$ cat src/hdl/tun_pkg.sv
// Shared package for the triangle unit-normal pipeline.
// Holds the default parameters, the output width and the per-stage control struct.
// No dependencies.
package tun_pkg;

    localparam int COORD_WIDTH_DEF      = 16;
    localparam int NORMAL_FRAC_BITS_DEF = 14;
    localparam int OUT_WIDTH            = 16;

    // travels alongside every item through the cell chain
    typedef struct packed {
        logic valid;
        logic zero;     // cross product is the zero vector
    } tun_ctl_t;

endpackage

$ cat src/hdl/tun_sqrt_cell.sv
// One root digit of the integer square root chain; carries the item alongside.
// Depends on tun_pkg.
module tun_sqrt_cell
    import tun_pkg::*;
#(
    parameter int SW = 70,
    parameter int RW = 35,
    parameter int MW = 34
) (
    input  logic             clk,
    input  logic             rst_n,
    input  logic             en,
    input  tun_ctl_t         ctl_in,
    input  logic [SW-1:0]    op_in,
    input  logic [RW-1:0]    root_in,
    input  logic [RW+1:0]    rem_in,
    input  logic [MW-1:0]    mag_in [3],
    input  logic             neg_in [3],
    output tun_ctl_t         ctl_out,
    output logic [SW-1:0]    op_out,
    output logic [RW-1:0]    root_out,
    output logic [RW+1:0]    rem_out,
    output logic [MW-1:0]    mag_out [3],
    output logic             neg_out [3]
);

    tun_ctl_t          ctl_reg;
    logic [SW-1:0]     op_reg;
    logic [RW-1:0]     root_reg;
    logic [RW+1:0]     rem_reg;
    logic [MW-1:0]     mag_reg [3];
    logic              neg_reg [3];

    logic [RW+3:0]     rem2;
    logic [RW+3:0]     trial;
    logic              ge;

    // bring down two operand bits, try root*4+1
    always_comb
    begin
        rem2  = {rem_in, op_in[SW-1 -: 2]};
        trial = {2'b00, root_in, 2'b01};
        ge    = (rem2 >= trial);
    end

    always_ff @(posedge clk or negedge rst_n)
    begin
        if (!rst_n)
        begin
            ctl_reg <= '0;
        end
        else if (en)
        begin
            ctl_reg <= ctl_in;
        end
    end

    always_ff @(posedge clk)
    begin
        if (en)
        begin
            op_reg   <= op_in << 2;
            root_reg <= {root_in[RW-2:0], ge};
            rem_reg  <= ge ? (RW+2)'(rem2 - trial) : (RW+2)'(rem2);
            mag_reg  <= mag_in;
            neg_reg  <= neg_in;
        end
    end

    assign ctl_out  = ctl_reg;
    assign op_out   = op_reg;
    assign root_out = root_reg;
    assign rem_out  = rem_reg;
    assign mag_out  = mag_reg;
    assign neg_out  = neg_reg;

endmodule

$ cat config.mk
export PLATFORM = sky130hd
export DESIGN_NAME = tun_sqrt_cell
export DESIGN_NICKNAME = d
export VERILOG_FILES = /design/src/hdl/tun_pkg.sv /design/src/hdl/tun_sqrt_cell.sv
export SDC_FILE = /design/constraint.sdc
export NUM_CORES = 1
export LEC_CHECK = 0
export BUFFER_PORTS_ARGS = -buffer_cell sky130_fd_sc_hd__buf_4
export CAP_MARGIN = 20
export CORE_AREA = 4 4 194 196
export DETAILED_ROUTE_END_ITERATION = 8
export DIE_AREA = 0 0 198 200
export GPL_TIMING_DRIVEN = 0
export PLACE_DENSITY = 0.52
export SYNTH_ARGS = -nofsm -noshare
export SYNTH_HDL_FRONTEND = slang
export SYNTH_SLANG_ARGS = --single-unit
export TNS_END_PERCENT = 100
$ cat constraint.sdc
create_clock -name clk -period 1.5 [get_ports clk]
set_input_delay 0.075 -clock clk [delete_from_list [all_inputs] [get_ports clk]]
set_output_delay 0.075 -clock clk [all_outputs]
set_load 0.02 [all_outputs]
==> flow_summary.toml <==
[placement]
post-place-ws_ns = -1.97
port_buffers = 498
gp_congestion = 0.792
dp_hpwl_um = 26200

[cts]
root_buffer = "clkbuf_16"
cts_made_buffers = 28
htreeDepth = 1
cts_num_sinks = 247
worstSkewPairLatency_ns = 0.53
clk_pin_slew_ns = 0.06
cts_tree = "built"
clockBufferDepth = 3

[critical_path]
path_class = "in -> reg"
crit_required_ns = 1.79
worstSetupStartpointType = "primary input"
crit_arrival_ns = 2.89
cp-end-kind = "flop"
max_stage_delay_ns = 0.34
cp_cell_sequence = "buf_8 > inv_6 > ha_4 > a21o_1 > a21o_1 > a221o_1 > a211o_1 > o2111ai_4 > a21boi_2 > o311ai_2 > a31oi_2 > buf_6 > buf_12 > buf_8 > mux2_4"
critPathMaxFanout = 5
slowest_stage = "a221o_1"

[global_routing]
antenna_found_initial = 2
grt_start_max_net_pins = 120
grt_pass1_vias = 8717
overflow = 0
grtUsageTotal_pct = 16.8
grt_pass1_wl_um = 51200

[sta]
hold_violations = 0
maxSlewHeadroom_pct = 53.4
setup_viol = 38
timing.fmax_mhz = 384
worst_slack_ns = -1.11
finalCriticalPeriod_ns = 2.61
worst_pin_slew_ns = 0.699
fin_hold_ws_ns = 0.0765
fin_crit_sh_pct = 174
rsz0062_at_grt = "true"
drv_slew = 0
clock_skew_ns = 0

[finish]
final_core_util_pct = 51.0
syn2layout_area_growth_pct = 82.7
drive_above_1_share_pct = 44.5
final_nets = 1705

[detailed_routing]
vias_per_cell = 4.33
routedWlPerCell_um = 18.9
drt-total-wl_um = 36000
vias = 8248
drc = 0
ant_nets = 0
first_pass_iters = 4
drtIter0Drc = 231

[die]
start_util_pct = 27.9
std_cell_rows = 70
dieHeight_um = 200
die_w_um = 198
core_area_mm2 = 0.0361
ioPinCount = 501
die-area_mm2 = 0.0396

[synthesis]
synth_top_area_share_pct = 73.1
synth_seq_cells = 247
ys_warn_count = 0
syn_avg_cell_area_um2 = 16.2
synthCells = 622
yosys.area.top_type = "edfxtp_1"
yosysMostFrequentCell = "edfxtp_1"
ys_seq_area_share_pct = 73.5
synth_edf_count = 245
ys_top_cells_by_area = "edfxtp_1, ha_1, mux2_4, mux2_2, a21oi_1"
ys_types = 53
yosys_most_used_dff = "edfxtp_1"
synth-async-reset-ratio_pct = 0.810
syn_area_mm2 = 0.0101
synth_commonest_cells = "edfxtp_1, inv_1, a21oi_1, ha_1, nand2_1"

[hold_path]
min_path_type = "in -> reg"

[flow_run]
drv_cap = 0

[status]
run_status = "finished with violations"
violations = "setup timing"

[pwr]
p_total_w = 0.0197
power.density_mw_per_mm2 = 1070
ir_drop_mv = 1.19
leakagePower_nw = 7.90
## path summary, 6_finish.rpt
path	startpoint	end	slack, ns	depth (start not counted)
hold reg to reg	ctl_out[0]$_DFFE_PN0P_	ctl_out[0]$_DFFE_PN0P_	0.51	1
min in group asynchronous	rst_n	ctl_out[0]$_DFFE_PN0P_	0.46	3
max in group asynchronous	rst_n	ctl_out[1]$_DFFE_PN0P_	0.92	3
setup reg to reg	ctl_out[1]$_DFFE_PN0P_	ctl_out[1]$_DFFE_PN0P_	0.75	1
setup / recovery	root_in[22]	rem_out[30]$_DFFE_PP_	-1.11	15
hold / removal	op_in[68]	rem_out[1]$_DFFE_PP_	0.08	4
## cell usage in the layout, fill, tap and decap left out, types with 3 or more instances in the layout
| cell | instances |
|---|---|
| buf_4 | 509 |
| dlygate4sd3_1 | 249 |
| edfxtp_1 | 245 |
| inv_1 | 43 |
| a21oi_1 | 34 |
| mux2_4 | 34 |
| clkbuf_16 | 29 |
| nand2_1 | 23 |
| ha_1 | 23 |
| xnor2_1 | 21 |
| nor2_1 | 18 |
| o21ai_0 | 15 |
| a21o_1 | 13 |
| nand3_1 | 13 |
| xor2_1 | 10 |
| ha_4 | 10 |
| nand4_1 | 9 |
| clkbuf_1 | 9 |
| buf_6 | 8 |
| o21bai_1 | 8 |
| clkinv_1 | 8 |
| nor3_1 | 7 |
| nor2b_1 | 5 |
| buf_12 | 5 |
| inv_2 | 4 |
| ha_2 | 4 |
| clkinv_2 | 4 |
| buf_8 | 4 |
| and4_1 | 3 |
| nand2b_1 | 3 |
| o21ai_2 | 3 |
| and3_1 | 3 |
| nor4_1 | 3 |
| clkinvlp_4 | 3 |
| buf_16 | 3 |
## per-layer routing
layer	vias to the layer above	track usage, %	wire length, um
met5	-	0	0
met4	0	6.04	1180
met3	61	5.25	3130
met2	299	30.7	18700
met1	3936	18.3	13000
li1	3952	-	-
## through the flow
stage | cell area (um2) | TNS [ns] | std cells
5_1_grt | 18400 | -42.04 | 1907
4_1_cts | 18300 | -39.37 | 1905
3_3_place_gp | 14500 | -419.56 | 1589
6_report | 18400 | -38.50 | 1907
2_1_floorplan | 10200 | -44.69 | 623
3_5_place_dp | 14600 | -71.40 | 1591
## cell type report
cell class,count,area [um2]
fill,3136,17700
sequential,247,7410
timing repair buffer,771,6550
multi-input combinational,308,2690
clock buffer,35,748
tap,468,586
inverter,49,191
buffer,11,113
clock inverter,16,103
antenna,2,5.00
## sequential cells by signal, indices dropped and copies added, names as in the netlist
| register | count |
|---|---|
| mag_out | 102 |
| op_out | 68 |
| rem_out | 37 |
| root_out | 35 |
| neg_out | 3 |
| ctl_out | 2 |
## worst max-delay path: cells and delay by family
family / cells / cell delay (ns)
buffers and inverters: 5 / 0.58
AO/OA/AOI/OAI: 8 / 1.75
adder cells (fa/ha/maj): 1 / 0.19
multiplexers: 1 / 0.28
## report_power, final
group          internal, W  switching (W)
Clock              0.00368        0.00271
Combinational      0.00248        0.00231
Sequential         0.00835       0.000180
## logic make-up after synthesis
| family | share of synthesized area, % |
|---|---|
| and+or+nand+nor | 4.73 |
| DFF | 73.5 |
| other | 0.0372 |
| xor gates and xnor gates | 2.70 |
| buffers and inverters | 2.94 |
| muxes | 4.82 |
| adders and majority gates | 4.60 |
| AOI/OAI and AO/OA | 6.62 |
## timing repair
| item | in CTS | in global routing |
|---|---|---|
| gates cloned | 1 | 0 |
| gates resized for setup | 68 | 11 |
| buffers inserted | 20 | 1 |
| hold buffers | 249 | 0 |
| setup endpoints to repair | 38 | 38 |
| endpoints found under the hold margin | 273 | 0 |
| pin swaps | 20 | 9 |
Note: power is estimated with default switching activity, not from simulation.
