<file path="config.mk">
export PLATFORM = sky130hd
export DESIGN_NAME = tun_div_cell
export DESIGN_NICKNAME = d
export VERILOG_FILES = /design/src/hdl/tun_pkg.sv /design/src/hdl/tun_div_cell.sv
export SDC_FILE = /design/constraint.sdc
export NUM_CORES = 1
export LEC_CHECK = 0
export CAP_MARGIN = 20
export CELL_PAD_IN_SITES_DETAIL_PLACEMENT = 0
export CELL_PAD_IN_SITES_GLOBAL_PLACEMENT = 1
export CORE_UTILIZATION = 40
export DETAILED_ROUTE_END_ITERATION = 7
export DONT_BUFFER_PORTS = 1
export GPL_ROUTABILITY_DRIVEN = 0
export PLACE_DENSITY_LB_ADDON = 0.1
export SLEW_MARGIN = 20
export SYNTH_ARGS = -nofsm -noshare
export SYNTH_HDL_FRONTEND = slang
export SYNTH_SLANG_ARGS = --single-unit
</file>
<file path="constraint.sdc">
create_clock -name clk -period 0.8 [get_ports clk]
set_input_delay 0.04 -clock clk [delete_from_list [all_inputs] [get_ports clk]]
set_output_delay 0.04 -clock clk [all_outputs]
set_load 0.05 [all_outputs]
</file>
<file path="src/hdl/tun_pkg.sv">
// Shared package for the triangle unit-normal pipeline.
// Holds the default parameters, the output width and the per-stage control struct.
// No dependencies.
package tun_pkg;

    localparam int COORD_WIDTH_DEF      = 16;
    localparam int NORMAL_FRAC_BITS_DEF = 14;
    localparam int OUT_WIDTH            = 16;

    // travels alongside every item through the cell chain
    typedef struct packed {
        logic valid;
        logic zero;     // cross product is the zero vector
    } tun_ctl_t;

endpackage

</file>
<file path="src/hdl/tun_div_cell.sv">
// One quotient bit of the three-lane restoring divider (magnitude * 2^F / length).
// Depends on tun_pkg.
module tun_div_cell
    import tun_pkg::*;
#(
    parameter int RW = 35,
    parameter int QW = 15
) (
    input  logic             clk,
    input  logic             rst_n,
    input  logic             en,
    input  tun_ctl_t         ctl_in,
    input  logic [RW-1:0]    len_in,
    input  logic [RW:0]      rem_in [3],
    input  logic [QW-1:0]    q_in   [3],
    input  logic             neg_in [3],
    output tun_ctl_t         ctl_out,
    output logic [RW-1:0]    len_out,
    output logic [RW:0]      rem_out [3],
    output logic [QW-1:0]    q_out   [3],
    output logic             neg_out [3]
);

    tun_ctl_t          ctl_reg;
    logic [RW-1:0]     len_reg;
    logic [RW:0]       rem_reg [3];
    logic [QW-1:0]     q_reg   [3];
    logic              neg_reg [3];

    logic              ge  [3];
    logic [RW:0]       sub [3];

    always_comb
    begin
        for (int i = 0; i < 3; i++)
        begin
            ge[i]  = (rem_in[i] >= {1'b0, len_in});
            sub[i] = ge[i] ? (rem_in[i] - {1'b0, len_in}) : rem_in[i];
        end
    end

    always_ff @(posedge clk or negedge rst_n)
    begin
        if (!rst_n)
        begin
            ctl_reg <= '0;
        end
        else if (en)
        begin
            ctl_reg <= ctl_in;
        end
    end

    always_ff @(posedge clk)
    begin
        if (en)
        begin
            len_reg <= len_in;
            for (int i = 0; i < 3; i++)
            begin
                // remainder stays below the length, so the doubled value fits
                rem_reg[i] <= {sub[i][RW-1:0], 1'b0};
                q_reg[i]   <= {q_in[i][QW-2:0], ge[i]};
            end
            neg_reg <= neg_in;
        end
    end

    assign ctl_out = ctl_reg;
    assign len_out = len_reg;
    assign rem_out = rem_reg;
    assign q_out   = q_reg;
    assign neg_out = neg_reg;

endmodule

</file>
==> results.cfg <==
[outcome]
status = finished with violations
violations = negative hold slack, negative setup slack

[worst_setup_path]
worstSetupStartpointType = primary input
r2r_setup_slack_ps = -100
worstReg2RegEnd = ctl_out[0]$_DFFE_PN0P_
regToRegStartpoint = ctl_out[0]$_DFFE_PN0P_
worstPathArrival_ps = 2390
critical_path_required_ps = 1020
r2r_cells = 2
endpoint_kind = flip-flop
path_class = primary input to flip-flop
worstPathMaxFanout = 6

[routing]
ant_nets = 0
drtIter0Drc = 668
drc_errors = 0
dr.pass1.iters = 5
vias_per_cell = 5.434
drt-total-wl_mm = 52.10
wire_per_inst_um = 21.41
vias = 13222

[global_routing]
grt_pass1_vias = 13240
grt-ovfl-total = 0
antenna_found_initial = 1
grt.total_usage_pct = 29.53
grt_pass1_wl_mm = 73.59
grt_max_degree = 191

[power_and_ir_drop]
p_int_mw = 27.79
power.share.switching_pct = 37.13
p_clk_share_pct = 20.2
power_mw = 44.21
combPwrFrac_pct = 49.0
p_seq_share_pct = 30.8
ir_drop_mv = 2.071
p_leak_nw = 10.38
switchingPower_mw = 16.41
power_density_nw_per_um2 = 1779

[die]
placementRows = 65
dieArea_um2 = 33060
die_w_um = 181.8
dieHeight_um = 181.8
io_pins = 389
design.core.area_um2 = 31720
start_util_pct = 40.78

[clock_network]
cts_hold_buf = 184
clk-insertion-delay-late_ps = 460
cts_tree = built
path_clk_slew_ps = 90
cts_root_buf = clkbuf_16
numClockSinks = 190
clockBufferDepth = 2
cts_buffers = 17
ctsHtreeMaxLevel = 4

[cells_and_area]
drive_gt1_share_pct = 50.34
area_growth_pct = 92.17
fin_cells = 2433
fill_cells = 1965
utilization_pct = 78.36
layout.nets = 2321

[synth]
seq_area_frac_synth_pct = 44.04
synthCells = 1249
synthArstFlopShare_pct = 1.053
synth_area_per_cell_um2 = 10.36
syn_area_um2 = 12930
synth_enable_flop_cells = 188
ys.flop_type = edfxtp_1
ys_warn_count = 0
synth_cell_types = 87
ys_seq_elements = 190

[timing]
rsz0062_at_grt = true
post-route-min-period_ps = 2169
finalSetupViolCount = 299
slew_viol_final = 0
finalHoldViolCount = 138
final.setup.worst_slack_ps = -1369
fmax_mhz = 461.0
fin_hold_ws_ps = -335.5
final.setup.tns_ps = -193300
layout_worst_path_cycle_share_pct = 271.2
skew_ps = 0

[min_path]
worstHoldPathCells = 0
hold_end = len_out[1]$_DFFE_PP_
hp-class = primary input to flip-flop
min_from = len_in[1]

[place]
dp_hpwl_mm = 34.75
port_buffers = 0
dp_cells = 2155

[job]
drv_cap = 0
-- layout make-up --
cell class	instances	area [µm²]	share of cell area, %
repair buffers	794	8861	35.65
multi-input cells	952	8811	35.45
flip-flops and latches	190	5698	22.92
well taps	402	503.0	2.024
clock buffers	18	429.2	1.727
inverters	62	380.4	1.530
clock inverters	14	170.2	0.6846
diodes	1	2.502	0.01007
-- worst max path at each step --
stage / start / endpoint
final: len_in[23] / rem_out[71]$_DFFE_PP_
after CTS: len_in[7] / rem_out[9]$_DFFE_PP_
after floorplan: rem_in[72] / rem_out[107]$_DFFE_PP_
after detailed placement: len_in[2] / rem_out[79]$_DFFE_PP_
after global placement: len_in[2] / rem_out[77]$_DFFE_PP_
after global routing: len_in[23] / rem_out[71]$_DFFE_PP_
-- Yosys cell counts (5+ instances only) --
cell	count	area share [%]
a211oi_1	6	0.35
a21o_1	44	2.6
a21oi_1	124	4.8
a21oi_2	6	0.41
a31oi_1	20	0.97
and2_1	7	0.34
and3_1	12	0.58
buf_2	13	0.50
buf_6	8	0.70
clkbuf_1	21	0.61
edfxtp_1	188	44
ha_1	105	10
inv_1	60	1.7
mux2_2	8	0.70
mux2_4	27	3.1
mux2i_1	5	0.39
nand2_1	118	3.4
nand2b_1	17	0.82
nand3_1	24	0.93
nand4_1	20	0.97
nor2_1	84	2.4
nor2b_1	11	0.53
nor3_1	12	0.46
o21a_1	11	0.64
o21ai_0	84	3.3
o21ai_1	9	0.35
o21bai_1	14	0.81
o31ai_1	5	0.29
xnor2_1	53	3.6
xor2_1	35	2.4
-- power groups by stage --
| stage | registers (mW) | clock network (mW) | logic, mW |
|---|---|---|---|
| 6_report | 13.6 | 8.93 | 21.6 |
| 4_1_cts | 13.6 | 9.02 | 19.9 |
| 5_1_grt | 13.7 | 9.38 | 22.6 |
| 3_3_place_gp | 13.8 | 0 | 17.9 |
| 2_1_floorplan | 17.4 | 0 | 6.06 |
| 3_5_place_dp | 13.8 | 0 | 18.1 |
-- kinds of logic after synthesis --
family / Yosys count / share of synthesized area [%]
buffers and inverters: 109 / 3.879
XOR/XNOR: 88 / 5.959
adder cells (fa/ha/maj): 108 / 10.62
AO/OA/AOI/OAI: 383 / 19.16
multiplexers: 41 / 4.305
other: 1 / 0.02899
AND/OR/NAND/NOR: 329 / 12.01
flip-flops: 190 / 44.04
-- worst max-delay path, stage by stage --
cell and delay (ps):
clkinvlp_4 140, buf_6 170, ha_4 280, nand4_1 230
nor3_2 240, a41oi_2 160, a211oi_2 290, a2111oi_2 60
a21bo_4 240, buf_12 130, inv_16 50, and2_4 140
a31o_2 200
-- metrics by stage --
step           area, µm²  setup WS [ps]
2_1_floorplan      13750          -1630
3_3_place_gp       19780          -1952
3_5_place_dp       19780          -1954
4_1_cts            23210          -1272
5_1_grt            24860          -1415
6_report           24860          -1369
-- cell usage in the layout, fill, tap and decap left out, types with 20 or more instances in the layout --
cell,instances
buf_4,353
nand4_1,20
a21o_1,44
xnor2_1,53
nand2_4,25
buf_6,94
o21ai_2,30
inv_1,31
nand2_1,75
dlygate4sd3_1,184
xor2_1,34
edfxtp_1,188
a21oi_2,41
mux2_4,33
nor2_1,48
a21oi_1,81
buf_12,150
ha_1,46
nand2_2,20
ha_4,56
o21ai_1,24
clkbuf_16,22
o21ai_0,37
-- flip-flops by register name, indices dropped and copies added (netlist names) --
signal and flops:
ctl_out 2, neg_out 3, q_out 45, len_out 35, rem_out 105
-- routing by layer --
layer | up-vias | global-route usage (%) | part of all wire, %
met5 | - | 0 | 0
met4 | 0 | 11.32 | 3.3
met3 | 89 | 5.716 | 5.9
met2 | 481 | 53.40 | 51
met1 | 6447 | 34.28 | 39
li1 | 6205 | - | -
-- repair_timing --
action | in CTS | in global routing
endpoints found under the setup margin | 298 | 298
hold endpoints to repair | 377 | 197
cloned | 5 | 6
pin swaps | 32 | 69
gates resized for setup | 148 | 285
setup buffers | 22 | 30
Note: power is estimated with default switching activity, not from simulation.
